`config.mk`:
```
export PLATFORM = sky130hd
export DESIGN_NAME = psg_frame_stream_decoder_unit
export DESIGN_NICKNAME = d
export VERILOG_FILES = /design/src/rtl/psgd_pkg.sv /design/src/rtl/psgd_front.sv /design/src/rtl/psgd_fifo.sv /design/src/rtl/psgd_back.sv /design/src/rtl/psg_frame_stream_decoder_unit.sv
export SDC_FILE = /design/constraint.sdc
export NUM_CORES = 1
export LEC_CHECK = 0
export BUFFER_PORTS_ARGS = -buffer_cell sky130_fd_sc_hd__buf_4
export CORE_ASPECT_RATIO = 1.2
export CORE_MARGIN = 10
export CORE_UTILIZATION = 40
export DETAILED_ROUTE_END_ITERATION = 16
export SYNTH_ARGS = -nofsm -noshare
export SYNTH_HDL_FRONTEND = slang
export SYNTH_HIERARCHICAL = 1
export SYNTH_SLANG_ARGS = --single-unit
```
`constraint.sdc`:
```
create_clock -name clk -period 8.7 [get_ports clk]
set_clock_uncertainty 0.1 [all_clocks]
set_input_delay 0.87 -clock clk [delete_from_list [all_inputs] [get_ports clk]]
set_output_delay 0.87 -clock clk [all_outputs]
set_load 0.05 [all_outputs]
```
`src/rtl/psgd_pkg.sv`:
```
`default_nettype none

package psgd_pkg;

  // command words passed from the parser to the register file side
  localparam logic [1:0] CMD_START = 2'd0;
  localparam logic [1:0] CMD_WRITE = 2'd1;
  localparam logic [1:0] CMD_FRAME = 2'd2;
  localparam logic [1:0] CMD_END   = 2'd3;

  // input kinds carried on tuser
  localparam logic [1:0] FUNC_DATA  = 2'd0;
  localparam logic [1:0] FUNC_EOF   = 2'd1;
  localparam logic [1:0] FUNC_START = 2'd2;

  localparam logic [7:0] BYTE_FRAME = 8'hFF;
  localparam logic [7:0] BYTE_WAIT  = 8'hFE;
  localparam logic [7:0] BYTE_END   = 8'hFD;
  localparam logic [7:0] MAX_INDEX  = 8'h0F;
  localparam logic [4:0] HDR_SYNC   = 5'd4;
  localparam logic [4:0] HDR_LAST   = 5'd15;
  localparam logic [3:0] REG_SHAPE  = 4'd13;

  localparam int NUM_REGS     = 16;
  localparam int FIFO_DEPTH   = 4;
  localparam int HOLD_W       = 10;
  localparam int RESULT_W     = 93;
  localparam int OUT_TDATA_W  = 96;

  typedef struct packed {
    logic [1:0]        kind;
    logic [3:0]        index;
    logic [HOLD_W-1:0] data;
  } cmd_t;

  // first member sits in the highest bits, so hold_periods lands at bit 0
  typedef struct packed {
    logic              shape_retrigger;
    logic [3:0]        envelope_shape;
    logic [15:0]       envelope_period;
    logic [4:0]        level_c;
    logic [4:0]        level_b;
    logic [4:0]        level_a;
    logic [5:0]        mixer_flags;
    logic [4:0]        noise_period;
    logic [11:0]       tone_c;
    logic [11:0]       tone_b;
    logic [11:0]       tone_a;
    logic [HOLD_W-1:0] hold_periods;
  } result_t;

endpackage

`default_nettype wire

```
`src/rtl/psgd_front.sv`:
```
`default_nettype none

module psgd_front
  import psgd_pkg::*;
(
  input  wire logic       clk,
  input  wire logic       rst,
  input  wire logic       s_tvalid,
  output logic            s_tready,
  input  wire logic [7:0] s_tdata,
  input  wire logic [1:0] s_tuser,
  input  wire logic       full,
  output logic            push,
  output cmd_t            push_cmd
);

  localparam logic [1:0] PH_STOPPED = 2'd0;
  localparam logic [1:0] PH_HEADER  = 2'd1;
  localparam logic [1:0] PH_BODY    = 2'd2;
  localparam logic [1:0] PH_OPERAND = 2'd3;

  logic [1:0] phase, phase_next;
  logic [4:0] header_count, header_count_next;
  logic [3:0] pending_index, pending_index_next;
  logic       operand_is_count, operand_is_count_next;
  logic       accept;

  assign s_tready = !full;
  assign accept   = s_tvalid && s_tready;

  always_comb begin
    phase_next            = phase;
    header_count_next     = header_count;
    pending_index_next    = pending_index;
    operand_is_count_next = operand_is_count;
    push                  = 1'b0;
    push_cmd.kind         = CMD_START;
    push_cmd.index        = pending_index;
    push_cmd.data         = {{(HOLD_W-8){1'b0}}, s_tdata};
    if (accept) begin
      priority if (s_tuser == FUNC_START) begin
        phase_next            = PH_HEADER;
        header_count_next     = '0;
        pending_index_next    = '0;
        operand_is_count_next = 1'b0;
        push                  = 1'b1;
        push_cmd.kind         = CMD_START;
      end else if (s_tuser != FUNC_DATA && s_tuser != FUNC_EOF) begin
        push = 1'b0;
      end else if (phase == PH_STOPPED) begin
        push = 1'b0;
      end else if (s_tuser == FUNC_EOF) begin
        phase_next    = PH_STOPPED;
        push          = 1'b1;
        push_cmd.kind = CMD_END;
      end else begin
        unique case (phase)
          PH_HEADER: begin
            if (header_count == HDR_SYNC && s_tdata == BYTE_FRAME) begin
              // sync marker at header byte 4 doubles as the first frame end
              phase_next    = PH_BODY;
              push          = 1'b1;
              push_cmd.kind = CMD_FRAME;
              push_cmd.data = HOLD_W'(1);
            end else if (header_count >= HDR_LAST) begin
              phase_next = PH_BODY;
            end else begin
              header_count_next = header_count + 5'd1;
            end
          end
          PH_OPERAND: begin
            phase_next = PH_BODY;
            push       = 1'b1;
            if (operand_is_count) begin
              operand_is_count_next = 1'b0;
              push_cmd.kind         = CMD_FRAME;
              push_cmd.data         = (s_tdata == 8'd0) ? HOLD_W'(1)
                                                        : {s_tdata, 2'b00};
            end else begin
              push_cmd.kind = CMD_WRITE;
            end
          end
          default: begin
            priority if (s_tdata == BYTE_FRAME) begin
              push          = 1'b1;
              push_cmd.kind = CMD_FRAME;
              push_cmd.data = HOLD_W'(1);
            end else if (s_tdata == BYTE_END) begin
              phase_next    = PH_STOPPED;
              push          = 1'b1;
              push_cmd.kind = CMD_END;
            end else if (s_tdata == BYTE_WAIT) begin
              operand_is_count_next = 1'b1;
              phase_next            = PH_OPERAND;
            end else if (s_tdata <= MAX_INDEX) begin
              pending_index_next    = s_tdata[3:0];
              operand_is_count_next = 1'b0;
              phase_next            = PH_OPERAND;
            end else begin
              push = 1'b0;
            end
          end
        endcase
      end
    end
  end

  always_ff @(posedge clk) begin
    if (rst) begin
      phase            <= PH_STOPPED;
      header_count     <= '0;
      pending_index    <= '0;
      operand_is_count <= 1'b0;
    end else begin
      phase            <= phase_next;
      header_count     <= header_count_next;
      pending_index    <= pending_index_next;
      operand_is_count <= operand_is_count_next;
    end
  end

`ifndef ASSERT_OFF
  // a stopped parser only ever produces a restart
  a_stopped_quiet: assert property (@(posedge clk) disable iff (rst)
    (phase == PH_STOPPED && push) |-> (push_cmd.kind == CMD_START))
    else $error("command issued while stopped");
`endif

endmodule

`default_nettype wire

```
`src/rtl/psgd_fifo.sv`:
```
`default_nettype none

module psgd_fifo
  import psgd_pkg::*;
#(
  parameter int DEPTH = FIFO_DEPTH
) (
  input  wire logic clk,
  input  wire logic rst,
  input  wire logic push,
  input  wire cmd_t push_cmd,
  output logic      full,
  input  wire logic pop,
  output cmd_t      pop_cmd,
  output logic      empty
);

  localparam int PTR_W = (DEPTH > 1) ? $clog2(DEPTH) : 1;
  localparam int CNT_W = $clog2(DEPTH + 1);
  localparam logic [PTR_W-1:0] PTR_LAST = PTR_W'(DEPTH - 1);
  localparam logic [CNT_W-1:0] CNT_FULL = CNT_W'(DEPTH);

  cmd_t             mem [DEPTH];
  logic [PTR_W-1:0] wr_ptr, rd_ptr;
  logic [CNT_W-1:0] count;

  assign full    = (count == CNT_FULL);
  assign empty   = (count == '0);
  assign pop_cmd = mem[rd_ptr];

  always_ff @(posedge clk) begin
    if (push) begin
      mem[wr_ptr] <= push_cmd;
    end
  end

  always_ff @(posedge clk) begin
    if (rst) begin
      wr_ptr <= '0;
      rd_ptr <= '0;
      count  <= '0;
    end else begin
      if (push) begin
        wr_ptr <= (wr_ptr == PTR_LAST) ? '0 : wr_ptr + PTR_W'(1);
      end
      if (pop) begin
        rd_ptr <= (rd_ptr == PTR_LAST) ? '0 : rd_ptr + PTR_W'(1);
      end
      unique case ({push, pop})
        2'b10:   count <= count + CNT_W'(1);
        2'b01:   count <= count - CNT_W'(1);
        default: count <= count;
      endcase
    end
  end

`ifndef ASSERT_OFF
  a_no_overflow: assert property (@(posedge clk) disable iff (rst)
    full |-> !push)
    else $error("push into full queue");
  a_no_underflow: assert property (@(posedge clk) disable iff (rst)
    empty |-> !pop)
    else $error("pop from empty queue");
`endif

endmodule

`default_nettype wire

```
`src/rtl/psgd_back.sv`:
```
`default_nettype none

module psgd_back
  import psgd_pkg::*;
(
  input  wire logic                   clk,
  input  wire logic                   rst,
  input  wire logic                   empty,
  input  wire cmd_t                   cmd,
  output logic                        pop,
  output logic                        m_tvalid,
  input  wire logic                   m_tready,
  output logic [OUT_TDATA_W-1:0]      m_tdata
);

  logic [7:0] regs [NUM_REGS];
  logic       shape_written;
  logic       emits;
  result_t    frame, result;

  assign emits = (cmd.kind == CMD_FRAME) || (cmd.kind == CMD_END);
  assign pop   = !empty && (!emits || !m_tvalid || m_tready);

  always_comb begin
    frame.hold_periods    = cmd.data;
    frame.tone_a          = {regs[1][3:0], regs[0]};
    frame.tone_b          = {regs[3][3:0], regs[2]};
    frame.tone_c          = {regs[5][3:0], regs[4]};
    frame.noise_period    = regs[6][4:0];
    frame.mixer_flags     = regs[7][5:0];
    frame.level_a         = regs[8][4:0];
    frame.level_b         = regs[9][4:0];
    frame.level_c         = regs[10][4:0];
    frame.envelope_period = {regs[12], regs[11]};
    frame.envelope_shape  = regs[13][3:0];
    frame.shape_retrigger = shape_written && (regs[13] != BYTE_FRAME);
  end

  always_ff @(posedge clk) begin
    if (rst) begin
      for (int i = 0; i < NUM_REGS; i++) begin
        regs[i] <= '0;
      end
      shape_written <= 1'b0;
      m_tvalid      <= 1'b0;
    end else begin
      if (m_tready) begin
        m_tvalid <= 1'b0;
      end
      if (pop) begin
        unique case (cmd.kind)
          CMD_START: begin
            for (int i = 0; i < NUM_REGS; i++) begin
              regs[i] <= '0;
            end
            shape_written <= 1'b0;
          end
          CMD_WRITE: begin
            regs[cmd.index] <= cmd.data[7:0];
            if (cmd.index == REG_SHAPE) begin
              shape_written <= 1'b1;
            end
          end
          CMD_FRAME: begin
            result        <= frame;
            shape_written <= 1'b0;
            m_tvalid      <= 1'b1;
          end
          CMD_END: begin
            result   <= '0;
            m_tvalid <= 1'b1;
          end
        endcase
      end
    end
  end

  assign m_tdata = {{(OUT_TDATA_W-RESULT_W){1'b0}}, result};

`ifndef ASSERT_OFF
  a_frame_hold: assert property (@(posedge clk) disable iff (rst)
    (pop && cmd.kind == CMD_FRAME) |=>
      (m_tvalid && m_tdata[HOLD_W-1:0] == $past(cmd.data) && $past(cmd.data) != '0))
    else $error("frame word lost or wrong hold");
  a_end_zero: assert property (@(posedge clk) disable iff (rst)
    (pop && cmd.kind == CMD_END) |=> (m_tvalid && m_tdata == '0))
    else $error("stream end word not all zero");
`endif

endmodule

`default_nettype wire

```
`src/rtl/psg_frame_stream_decoder_unit.sv`:
```
`default_nettype none
// path: a byte that ends a frame or the stream is written into the command queue, then popped
// into the output register, which raises m_tvalid once the output register is free
// throughput: one byte per cycle; a stalled output is absorbed by the command queue
// of FIFO_DEPTH words between parser and register file, then s_tready drops
// reset: rst is synchronous; parser stopped, register file zero, queue and output empty

module psg_frame_stream_decoder_unit
  import psgd_pkg::*;
#(
  parameter int FIFO_DEPTH_P = FIFO_DEPTH
) (
  input  wire logic                   clk,
  input  wire logic                   rst,
  input  wire logic                   s_tvalid,
  output logic                        s_tready,
  input  wire logic [7:0]             s_tdata,  // data_byte
  input  wire logic [1:0]             s_tuser,  // func
  output logic                        m_tvalid,
  input  wire logic                   m_tready,
  // hold_periods, tone_a, tone_b, tone_c, noise_period, mixer_flags, level_a,
  // level_b, level_c, envelope_period, envelope_shape, shape_retrigger, zero pad
  output logic [OUT_TDATA_W-1:0]      m_tdata
);

  logic full, empty, push, pop;
  cmd_t push_cmd, pop_cmd;

  psgd_front u_front (
    .clk      (clk),
    .rst      (rst),
    .s_tvalid (s_tvalid),
    .s_tready (s_tready),
    .s_tdata  (s_tdata),
    .s_tuser  (s_tuser),
    .full     (full),
    .push     (push),
    .push_cmd (push_cmd)
  );

  psgd_fifo #(
    .DEPTH (FIFO_DEPTH_P)
  ) u_fifo (
    .clk      (clk),
    .rst      (rst),
    .push     (push),
    .push_cmd (push_cmd),
    .full     (full),
    .pop      (pop),
    .pop_cmd  (pop_cmd),
    .empty    (empty)
  );

  psgd_back u_back (
    .clk      (clk),
    .rst      (rst),
    .empty    (empty),
    .cmd      (pop_cmd),
    .pop      (pop),
    .m_tvalid (m_tvalid),
    .m_tready (m_tready),
    .m_tdata  (m_tdata)
  );

endmodule

`default_nettype wire
```
## Word level (Yosys, flattened, before mapping)

Memory sizes are Yosys's and may differ from the RTL's. A register that Yosys moved wholly into a read port is not among the register bits.
Cells that the tools add are included.

| cells by class | value |
|---|---|
| add/subtract/negate cells | 5 |
| magnitude comparators | 2 |
| equal/unequal tests | 34 |
| mux-type cells | 107 |
| bitwise operators | 17 |
| reduce and logical (&&, ||, !) cells | 34 |

Operators by type and width:

| cell | number |
|---|---|
| case mux 93 bit (2 select lines) | 1 |
| 2-to-1 mux 8 bit | 19 |
| 2-to-1 mux 10 bit | 7 |
| 2-to-1 mux 2 bit | 23 |
| 2-to-1 mux 4 bit | 10 |
| 2-to-1 mux 5 bit | 7 |
| 2-to-1 mux 1 bit | 33 |
| equality test 8 bit (second input constant) | 3 |
| != test 2 x 1 -> 1 bit (second input constant) | 12 |
| case mux 10 bit (2 select lines) | 1 |
| bitwise OR 1 bit | 16 |
| equality test 2 bit (second input constant) | 7 |
| nonzero test 2 bit | 6 |
| AND reduction 9 bit | 1 |
| equality test 2 x 1 -> 1 bit (second input constant) | 4 |
| <= comparator 8 x 4 -> 1 bit (second input constant) | 1 |
| zero test 8 bit | 1 |
| != test 8 bit (second input constant) | 1 |
| case mux 2 bit (2 select lines) | 2 |
| AND reduction 8 bit | 1 |
| OR reduction 8 bit | 1 |
| AND reduction 7 bit | 1 |
| nonzero test 7 bit | 1 |
| != test 3 x 2 -> 1 bit (second input constant) | 2 |
| other kinds (22) | 38 |

| storage, ports and cells | value |
|---|---|
| register bits after elaboration | 114 |
| bits in writable memories | 192 |
| output and inout port bits | 98 |
| logic and storage cells | 222 |
| memories kept | 2 |

Memories:

| memory | words | bits a word | rd ports | clocked after Yosys merged registers in | write ports | RTL line | source |
|---|---|---|---|---|---|---|---|
| u_back.regs | 16 | 8 | 14 | 0 | 16 | psgd_back.sv:16 | `logic [7:0] regs [NUM_REGS];` |
| u_fifo.mem | 4 | 16 | 1 | 1 | 1 | psgd_fifo.sv:23 | `cmd_t mem [DEPTH];` |

## Depth between registers and ports, before layout

Gate-level depths: netlist of the first run.

| logic depth | value |
|---|---|
| depth after elaboration | 11 |
| mapped depth | 14 |

## Hierarchy

The synthesis of the first run kept the hierarchy.

By module, submodules not included:

| module | instances | cells an instance | area an instance (µm²) | sequential area each (µm²) |
|---|---|---|---|---|
| psgd_back | 1 | 453 | 6854.1 | 5415.2 |
| psgd_fifo | 1 | 132 | 2793.9 | 2102.0 |
| psgd_front | 1 | 144 | 1063.5 | 240.2 |

## Worst setup path after synthesis of the first run

OpenSTA, ideal clock, no wires.

| timing path | value |
|---|---|
| kind | input port to flip-flop |
| start | input rst |
| end | register u_back.result, in the netlist u_back/m_tdata[0], enable pin |
| setup time | 0.660 ns |
| data arrival time | 7.314 ns |
| path slack | 0.626 ns |
| cell stages on the path | 1 |
| buffers on the path | 0 |
| path through | nor3_1 |

| on the way | value |
|---|---|
| longest elaborated chain between the ends | 2 |

Ends and longest elaborated chain:

| what | RTL line | source |
|---|---|---|
| from (decl) | psg_frame_stream_decoder_unit.sv:14 | `input wire logic rst,` |
| NOT 1 bit (no line) | n/a |  |
| AND reduction 3 bit (no line) | n/a |  |
| to (signal assigned) | psgd_back.sv:65 | `result <= frame;` |
| to (decl) | psgd_back.sv:19 | `result_t frame, result;` |

Every way passes these cells.
A chain may end at the register's enable or synchronous reset.

==> results.toml, run 1 <==
[synthesis]
synthFlopType = "edfxtp_1"
synthArstFlopShare = 0
yosys.area.top_type = "edfxtp_1"
synthCells = 729
syn_area_um2 = 10700
synth_top_family_by_area = "simple AND/OR/NAND/NOR gates"
yosysSeqAreaShare = 0.724
synth.yosys.warnings = 6
synth_seq_cells = 266
synth-edff-count = 243
synth_top_area_frac = 0.681
syn_area_per_cell_um2 = 14.7
synthXorXnorAreaFrac = 0.00164
synth_cell_types = 50
synth.area.mux_share = 0.0451
synthSimpleGateAreaFrac = 0.143
ys_top_cells_by_area = "edfxtp_1, and2_1, dfxtp_1"
synthAdderAreaFrac = 0.0171
synth-compound-area-share = 0.0406

[place]
dp_hpwl_mm = 14.8
gp_congestion = 0.837
port-buffer-count = 108
placed_cells = 1146

[floorplanning]
num_rows = 65
dieArea_um2 = 33800
start_util = 0.407
io_pins = 112
core_area_um2 = 26400
die_h_um = 199
die_width_um = 169

[clock_network]
cts_buffer_depth = 3
cts_root_buffer = "clkbuf_16"
tritoncts = "yes"
cts_made_buffers = 26
cts_resized = 0
cts_sinks = 266
cts_setup_buffers = 0
clk_latency_ns = 0.52
clk_pin_slew_ns = 0.06
cts.hold.buffers_added = 0
htree_levels = 1

[status]
status = "completed"

[global_routing]
grt_max_degree = 92
grt_pass1_wl_mm = 32.8
grt.total_usage = 0.120
grt_overflow = 0
grt_pass1_vias = 5994
grt_antenna_before_repair = 0

[critical_path]
cp-start-kind = "register"
crit_fanout = 26
end_kind = "register"
critPathKind = "register to register"
worstPathRequired_ns = 8.74
cp_data_arrival_time_ns = 4.49

[detailed_routing]
drt_iter0_markers = 440
vias_per_cell = 4.97
drc = 0
final_antenna_net_count = 0
dr.pass1.iters = 5
dr_total_vias = 5920
wl_per_cell_um = 17.5
drt_wl_total_mm = 20.8

[power]
p_leak_nw = 4.52
ir_worst_vdd_mv = 0.144
power.density_nw_per_um2 = 296

[sta]
setup_viol = 0
slew_headroom = 0.228
setup_tns_ns = 0
hold_violations = 0
period_minus_slack_ns = 4.46
timing.final.crit_share = 0.512
worstMarginPinSlew_ns = 1.15
clock.fmax_mhz = 224
rsz0062_at_grt = "false"
finalHoldWorstSlack_ns = 0.411
slew_violations = 0

[layout]
layout-drive-gt1-share = 0.200
final_nets = 867
final_common_cell = "edfxtp_1"
antennaDiodeCount = 0
final_cell_count_no_fill = 1192
syn_to_final_growth_pct = 18.3
most-common-layout-cells = "edfxtp_1, buf_4, and2_1"

[min_path]
hold_class = "register to register"

[run]
drv_cap = 0
-- where the power goes --
group,total [mW],internal [mW],switching [mW],leakage [nW]
clock network,1.15,0.709,0.445,0.433
logic,0.902,0.264,0.638,1.52
registers,1.70,1.62,0.0739,2.56
-- cell families after synthesis --
kind of cell,Yosys count
AND/OR/NAND/NOR,296
flip-flops,266
AO/OA/AOI/OAI,68
buffers and inverters,56
multiplexers,26
adder cells (fa/ha/maj),14
XOR/XNOR,2
other,1
-- Yosys cell counts (3+ instances only) --
| library cell | instances |
|---|---|
| a211oi_1 | 3 |
| a21oi_1 | 17 |
| a22o_1 | 6 |
| and2_1 | 102 |
| and3_1 | 7 |
| buf_2 | 3 |
| buf_4 | 3 |
| buf_6 | 8 |
| clkbuf_1 | 17 |
| dfxtp_1 | 23 |
| edfxtp_1 | 243 |
| ha_1 | 13 |
| inv_1 | 24 |
| mux2i_1 | 10 |
| mux4_1 | 6 |
| mux4_2 | 10 |
| nand2_1 | 32 |
| nand2b_1 | 4 |
| nand3_1 | 8 |
| nand4_1 | 5 |
| nor2_1 | 96 |
| nor2b_1 | 6 |
| nor3_1 | 16 |
| o21ai_0 | 25 |
| or2_2 | 3 |
| or3_1 | 4 |
-- flip-flops by register name (all words and copies together) (netlist names), 2 cells and up, named ones only --
signal / count
u_back/m_tdata: 93
u_front/pending_index: 4
u_back/regs: 86
u_front/phase: 2
u_fifo/wr_ptr: 2
u_fifo/mem: 64
u_fifo/count: 3
u_fifo/rd_ptr: 2
u_front/header_count: 5
-- layout make-up --
| cell class | instances | area (um2) |
|---|---|---|
| Clock buffer | 29 | 683 |
| Clock inverter | 17 | 209 |
| Fill cell | 2301 | 13700 |
| Inverter | 24 | 90.1 |
| Multi-Input combinational cell | 409 | 2670 |
| Sequential cell | 266 | 7760 |
| Tap cell | 335 | 419 |
| Timing Repair Buffer | 112 | 841 |
-- final timing paths --
check | startpoint | endpoint | slack, ns | depth (start not counted)
worst max-delay path | register | u_back/regs[2][1] | 4.24 | 4
worst min-delay path | u_fifo/count[2] | u_fifo/count[2] | 0.41 | 2
worst max register to register | register | u_back/regs[2][1] | 4.24 | 4
worst min register to register | u_fifo/count[2] | u_fifo/count[2] | 0.41 | 2
-- per-stage QoR --
stage          total power [mW]  instance area, um2  worst slack, ns   util
3_5_place_dp               2.64               11800             4.15  0.447
4_1_cts                    3.80               12700             4.14  0.481
5_1_grt                    3.93               12700             3.85  0.481
3_3_place_gp               2.63               11800             4.26  0.447
6_report                   3.75               12700             4.24  0.481
2_1_floorplan              2.39               10700            0.626      -
-- routing by layer --
| layer | up-vias | track usage | part of all wire |
|---|---|---|---|
| li1 | 2871 | - | - |
| met1 | 2871 | 0.143 | 0.41 |
| met2 | 154 | 0.214 | 0.51 |
| met3 | 24 | 0.0297 | 0.066 |
| met4 | 0 | 0.0294 | 0.013 |
| met5 | - | 0 | 0 |
-- worst max-delay path: stages (launching register included) --
cell and delay (ns):
dfxtp_1 0.96, mux4_1 0.81, or4b_4 0.57, or3_1 0.68, o21ai_0 0.95
Power figures use the tool's default switching activity.
==> run 2, diff against run 1 <==
- ABC_AREA: default -> 1
- clock period: 8.7 -> 4.1 ns (I/O delays scaled with it)
==> run 2 against run 1 <==
  * Sequential cell count stayed put
  * Highest routed layer unchanged
  * Combinational power grew to 3.0 times the previous value
  * Utilization down 0.15 points
  * Global-route usage is 0.18 points higher
  * Routed wire length rose by 5.2%
  * Worst setup slack worse by 2.9 ns
  * Critical endpoint is now u_back/regs[2][2]
  * Clock power up 96%
  * Area after synthesis is 3.3% higher
  * Non-clock buffer count up 3
==> results.toml, run 2 <==
[run]
drv_cap = 0

[layout]
final_common_cell = "nor2_1"
final_nets = 1094
largest_reg_flops = 93
antennaDiodeCount = 0
most-common-layout-cells = "nor2_1, edfxtp_1, inv_1"
final_cell_count_no_fill = 1425
syn_to_final_growth_pct = 17.7
design_area_um2 = 13000
layout-drive-gt1-share = 0.204

[power]
power.density_nw_per_um2 = 676
ir_worst_vdd_mv = 0.323
p_leak_nw = 5.21
swShare = 0.362
finalPower_mw = 8.80
p_clk_frac = 0.256
internal_power_mw = 5.61
power.switching_mw = 3.19
p_seq_frac = 0.432
comb_power_share = 0.312

[sta]
slew_violations = 0
setup_viol = 0
hold_violations = 0
finalHoldWorstSlack_ns = 0.0822
period_minus_slack_ns = 2.79
clock.fmax_mhz = 359
worstMarginPinSlew_ns = 0.838
rsz0062_at_grt = "false"
slew_headroom = 0.440
setup_tns_ns = 0
timing.final.crit_share = 0.680

[clock_network]
cts_root_buffer = "clkbuf_16"
clk_latency_ns = 0.52
clk_pin_slew_ns = 0.06
tritoncts = "yes"
cts.hold.buffers_added = 0
cts_setup_buffers = 0
cts_buffer_depth = 3
htree_levels = 1
cts_sinks = 266
cts_resized = 0
cts_made_buffers = 26

[global_routing]
busiest_layer = "met2"
grt.total_usage = 0.122
grt_antenna_before_repair = 0
grtUsageMet3 = 0.0263
grt_use_met1 = 0.146
met2_usage = 0.210
grt_pass1_vias = 6575
grt_max_degree = 93
grt_pass1_wl_mm = 34.3
grt_overflow = 0

[synthesis]
synth_top_area_frac = 0.659
synth.yosys.warnings = 6
synthArstFlopShare = 0
yosys.area.top_type = "edfxtp_1"
syn_area_per_cell_um2 = 11.6
synth_cell_types = 38
yosysSeqAreaShare = 0.701
ys_top_cells_by_area = "edfxtp_1, nor2_1, inv_1"
yosysMostFrequentCell = "nor2_1"
synthCells = 951
synth_seq_cells = 266
syn_area_um2 = 11100
synthFlopType = "edfxtp_1"
synth-edff-count = 243
yosys-top-cells-count = "nor2_1, edfxtp_1, inv_1, nand2_1, o21ai_1"

[place]
port-buffer-count = 108
gp_congestion = 0.891
placed_cells = 1378
dp_hpwl_mm = 15.2
dpl_cell_area_um2 = 12200

[critical_path]
worst_path_max_delay_cell = "inv_1"
cpLargestDelayFamily = "buffers and inverters"
cp.buffers_inverters = 4
end_kind = "register"
max_stage_delay_ns = 0.49
crit_fanout = 17
path_cells = "buf_4 > inv_2 > o21ai_1 > o22ai_1 > inv_2 > nand3_1 > nand2_1 > inv_1 > nand2_1"
cp_data_arrival_time_ns = 2.87
worstPathRequired_ns = 4.18
critPathKind = "register to register"
cp-start-kind = "register"

[floorplanning]
die_width_um = 172
die_h_um = 202
io_pins = 112
start_util = 0.407
dieArea_um2 = 34700
core_area_um2 = 27200
num_rows = 66

[detailed_routing]
drt_wl_total_mm = 21.9
final_antenna_net_count = 0
drc = 0
wl_per_cell_um = 15.4
drt_iter0_markers = 465
dr.pass1.iters = 4
dr_total_vias = 6625
vias_per_cell = 4.65

[status]
status = "completed"

[min_path]
hold_class = "input pin to register"
[run 2: worst reg2reg max path: stages (launching register included)]
cell and delay, ns:
dfxtp_1 0.29, buf_4 0.18, inv_2 0.32, o21ai_1 0.14, o22ai_1 0.35, inv_2 0.06
nand3_1 0.09, nand2_1 0.05, inv_1 0.49, nand2_1 0.39
[run 2: path summary, 6_finish.rpt]
check / endpoint / cells past startpoint / start / slack (ns)
min reg2reg: u_front/header_count[3] / 2 / u_front/header_count[3] / 0.41
max reg2reg: u_back/regs[2][2] / 9 / register / 1.31
max: u_back/regs[2][2] / 9 / register / 1.31
min: u_front/header_count[3] / 2 / rst / 0.08
[run 2: power groups by stage]
stage | Clock [mW] | Combinational (mW) | Sequential [mW]
floorplan | 0 | 1.28 | 4.58
global placement | 0 | 2.76 | 3.86
detailed placement | 0 | 2.79 | 3.86
CTS | 2.31 | 2.79 | 3.81
global route | 2.42 | 3.00 | 3.84
finish | 2.25 | 2.75 | 3.80
[run 2: final cells by class]
type	instances	area, um2
fill	2442	14100
sequential	266	7760
multi-input combinational	501	2540
timing repair buffer	115	888
clock buffer	40	785
inverter	156	586
tap	340	425
clock inverter	7	38.8
[run 2: logic make-up after synthesis]
logic type,share of synthesized area
AO/OA/AOI/OAI,0.0534
adder cells (fa/ha/maj),0.0165
buffers and inverters,0.0708
flip-flops,0.701
multiplexers,0.000905
other,0.000339
AND/OR/NAND/NOR,0.157
[run 2: through the flow]
step                worst slack [ns]   util
floorplan                     0.0567      -
global placement                1.33  0.449
detailed placement              1.32  0.449
CTS                             1.31  0.479
global route                    1.10  0.479
finish                          1.31  0.479
[run 2: layer usage]
metal / part of all wire / up-vias
met3: 0.065 / 48
met5: 0 / -
li1: - / 3349
met4: 0.029 / 0
met2: 0.48 / 172
met1: 0.42 / 3056
==> run 3, diff against run 2 <==
- clock period: 4.1 -> 2.5 ns (I/O delays scaled with it)
==> run 3 against run 2 <==
  * Sequential power is 64% higher
  * Hold slack worse by 0.020 ns
  * Cell area is 3.9% higher
  * Global-route usage is 0.37 points higher
  * Fmax is 21% higher
  * Die area stayed put
  * Combinational power is 76% higher
  * Utilization is 1.9 points higher
  * Largest cell class unchanged
  * Largest power group unchanged
==> results.toml, run 3 (synthesis results as in run 2) <==
[status]
status = "completed"

[sta]
rsz0062_at_grt = "false"
timing.final.crit_share = 0.921
clock.fmax_mhz = 434
slew_violations = 0
worst_slack_ns = 0.197
slew_headroom = 0.611
setup_viol = 0
worstMarginPinSlew_ns = 0.579
period_minus_slack_ns = 2.30
hold_violations = 0

[global_routing]
grt_pass1_vias = 6878
met2_usage = 0.223
grt.total_usage = 0.126
grt_max_degree = 47
grtUsageMet3 = 0.0285
grt_use_met1 = 0.150
grt_antenna_before_repair = 0
busiest_layer = "met2"
grt_pass1_wl_mm = 35.6
grt_overflow = 0

[clock_network]
tritoncts = "yes"
cts_root_buffer = "clkbuf_16"
clk_pin_slew_ns = 0.06
cts_buffer_depth = 3
cts_made_buffers = 27
clk_latency_ns = 0.52
cts_sinks = 266
htree_levels = 1

[critical_path]
max_stage_delay_ns = 0.36
cp.buffers_inverters = 5
worstPathRequired_ns = 2.82
end_kind = "register"
cp-start-kind = "register"
path_cells = "inv_1 > ha_1 > nand2_1 > nor2_1 > nand3_2 > o211ai_1 > a21oi_2 > nor2_2 > inv_2 > ha_2 > inv_2 > fa_2 > inv_1 > nand2_1 > nand3_1 > nand2_1 > inv_1 > nor2_1"
crit_fanout = 5
cp_data_arrival_time_ns = 2.63
worst_path_max_delay_cell = "dfxtp_2"
critPathKind = "register to register"
cpLargestDelayFamily = "adder cells"

[layout]
most-common-layout-cells = "nor2_1, edfxtp_1, buf_4, inv_1, nand2_1"
largest_reg_flops = 93
syn_to_final_growth_pct = 22.3
final_common_cell = "nor2_1"
antennaDiodeCount = 0
postLayoutCoreUtil = 0.498
fill_cells = 2440
layout-drive-gt1-share = 0.236
final_nets = 1136

[power]
p_leak_nw = 5.45
power.density_nw_per_um2 = 1110
finalPower_mw = 15.0
ir_worst_vdd_mv = 0.463

[detailed_routing]
drt_wl_total_mm = 22.4
vias_per_cell = 4.62
drt_iter0_markers = 344
dr_total_vias = 6781
dr.pass1.iters = 4
final_antenna_net_count = 0
wl_per_cell_um = 15.3
drc = 0

[floorplanning]
core_area_um2 = 27200
die_h_um = 202
die_width_um = 172
num_rows = 66
dieArea_um2 = 34700
io_pins = 112
start_util = 0.407

[place]
preCtsSetupSlack_ns = 0.0613
port-buffer-count = 108
dp_hpwl_mm = 15.9
gp_congestion = 0.829

[min_path]
hold_class = "input pin to register"

[run]
drv_cap = 0
[run 3: cell count changes in the layout (fill, tap and decap cells not counted), moves of 4 or more]
cell           previous run  this run
bufinv_16                 0         4
buf_12                    2         9
buf_4                   113       141
clkbuf_8                  6         0
dlygate4sd3_1             0         6
[run 3: where the power goes]
| group | total, mW | switching, mW | internal [mW] |
|---|---|---|---|
| clock | 3.96 | 1.56 | 2.40 |
| combinational | 4.84 | 3.51 | 1.33 |
| sequential | 6.24 | 0.264 | 5.97 |
| total | 15.0 | 5.33 | 9.70 |
[run 3: final cells by class]
type                    instances  area (um2)  area share
inverters                     156         586      0.0433
clock inverters                13         165      0.0122
flip-flops and latches        266        7760       0.574
well taps                     340         425      0.0314
repair buffers                156        1300      0.0960
clock buffers                  36         709      0.0524
multi-input cells             501        2590       0.191
[run 3: metal layers]
metal,wire length [um],vias up
li1,-,3446
met1,9470,3163
met2,11100,145
met3,1420,27
met4,379,0
met5,0,-
[run 3: tightest hold or removal path, stage by stage]
cell,delay [ns]
buf_4,0.10
nand2_1,0.04
o21ai_1,0.14
[run 3: repair_timing]
item,CTS,global route
buffers inserted,0,2
hold buffers,6,0
resized for setup,0,7
endpoints found under the hold margin,11,0
endpoints found under the setup margin,0,2
[run 3: metrics by stage]
step | instances | setup TNS (ns) | hold slack [ns] | cell area (um2)
finish | 1468 | 0 | 0.0622 | 13500
global route | 1468 | 0 | 0.0746 | 13500
CTS | 1466 | 0 | 0.0532 | 13500
floorplan | 953 | -32.13 | 0.212 | 11100
detailed placement | 1411 | 0 | 0.388 | 12600
global placement | 1411 | 0 | 0.385 | 12600
[run 3: path summary, 6_finish.rpt]
path,startpoint,end,slack (ns),cells after the start
worst min-delay path,s_tdata[4],u_fifo/mem[2][6],0.06,3
worst max register to register,u_front/header_count[0],u_fifo/count[2],0.20,18
worst max-delay path,u_front/header_count[0],u_fifo/count[2],0.20,18
worst min register to register,u_front/pending_index[2],u_fifo/mem[2][12],0.40,0
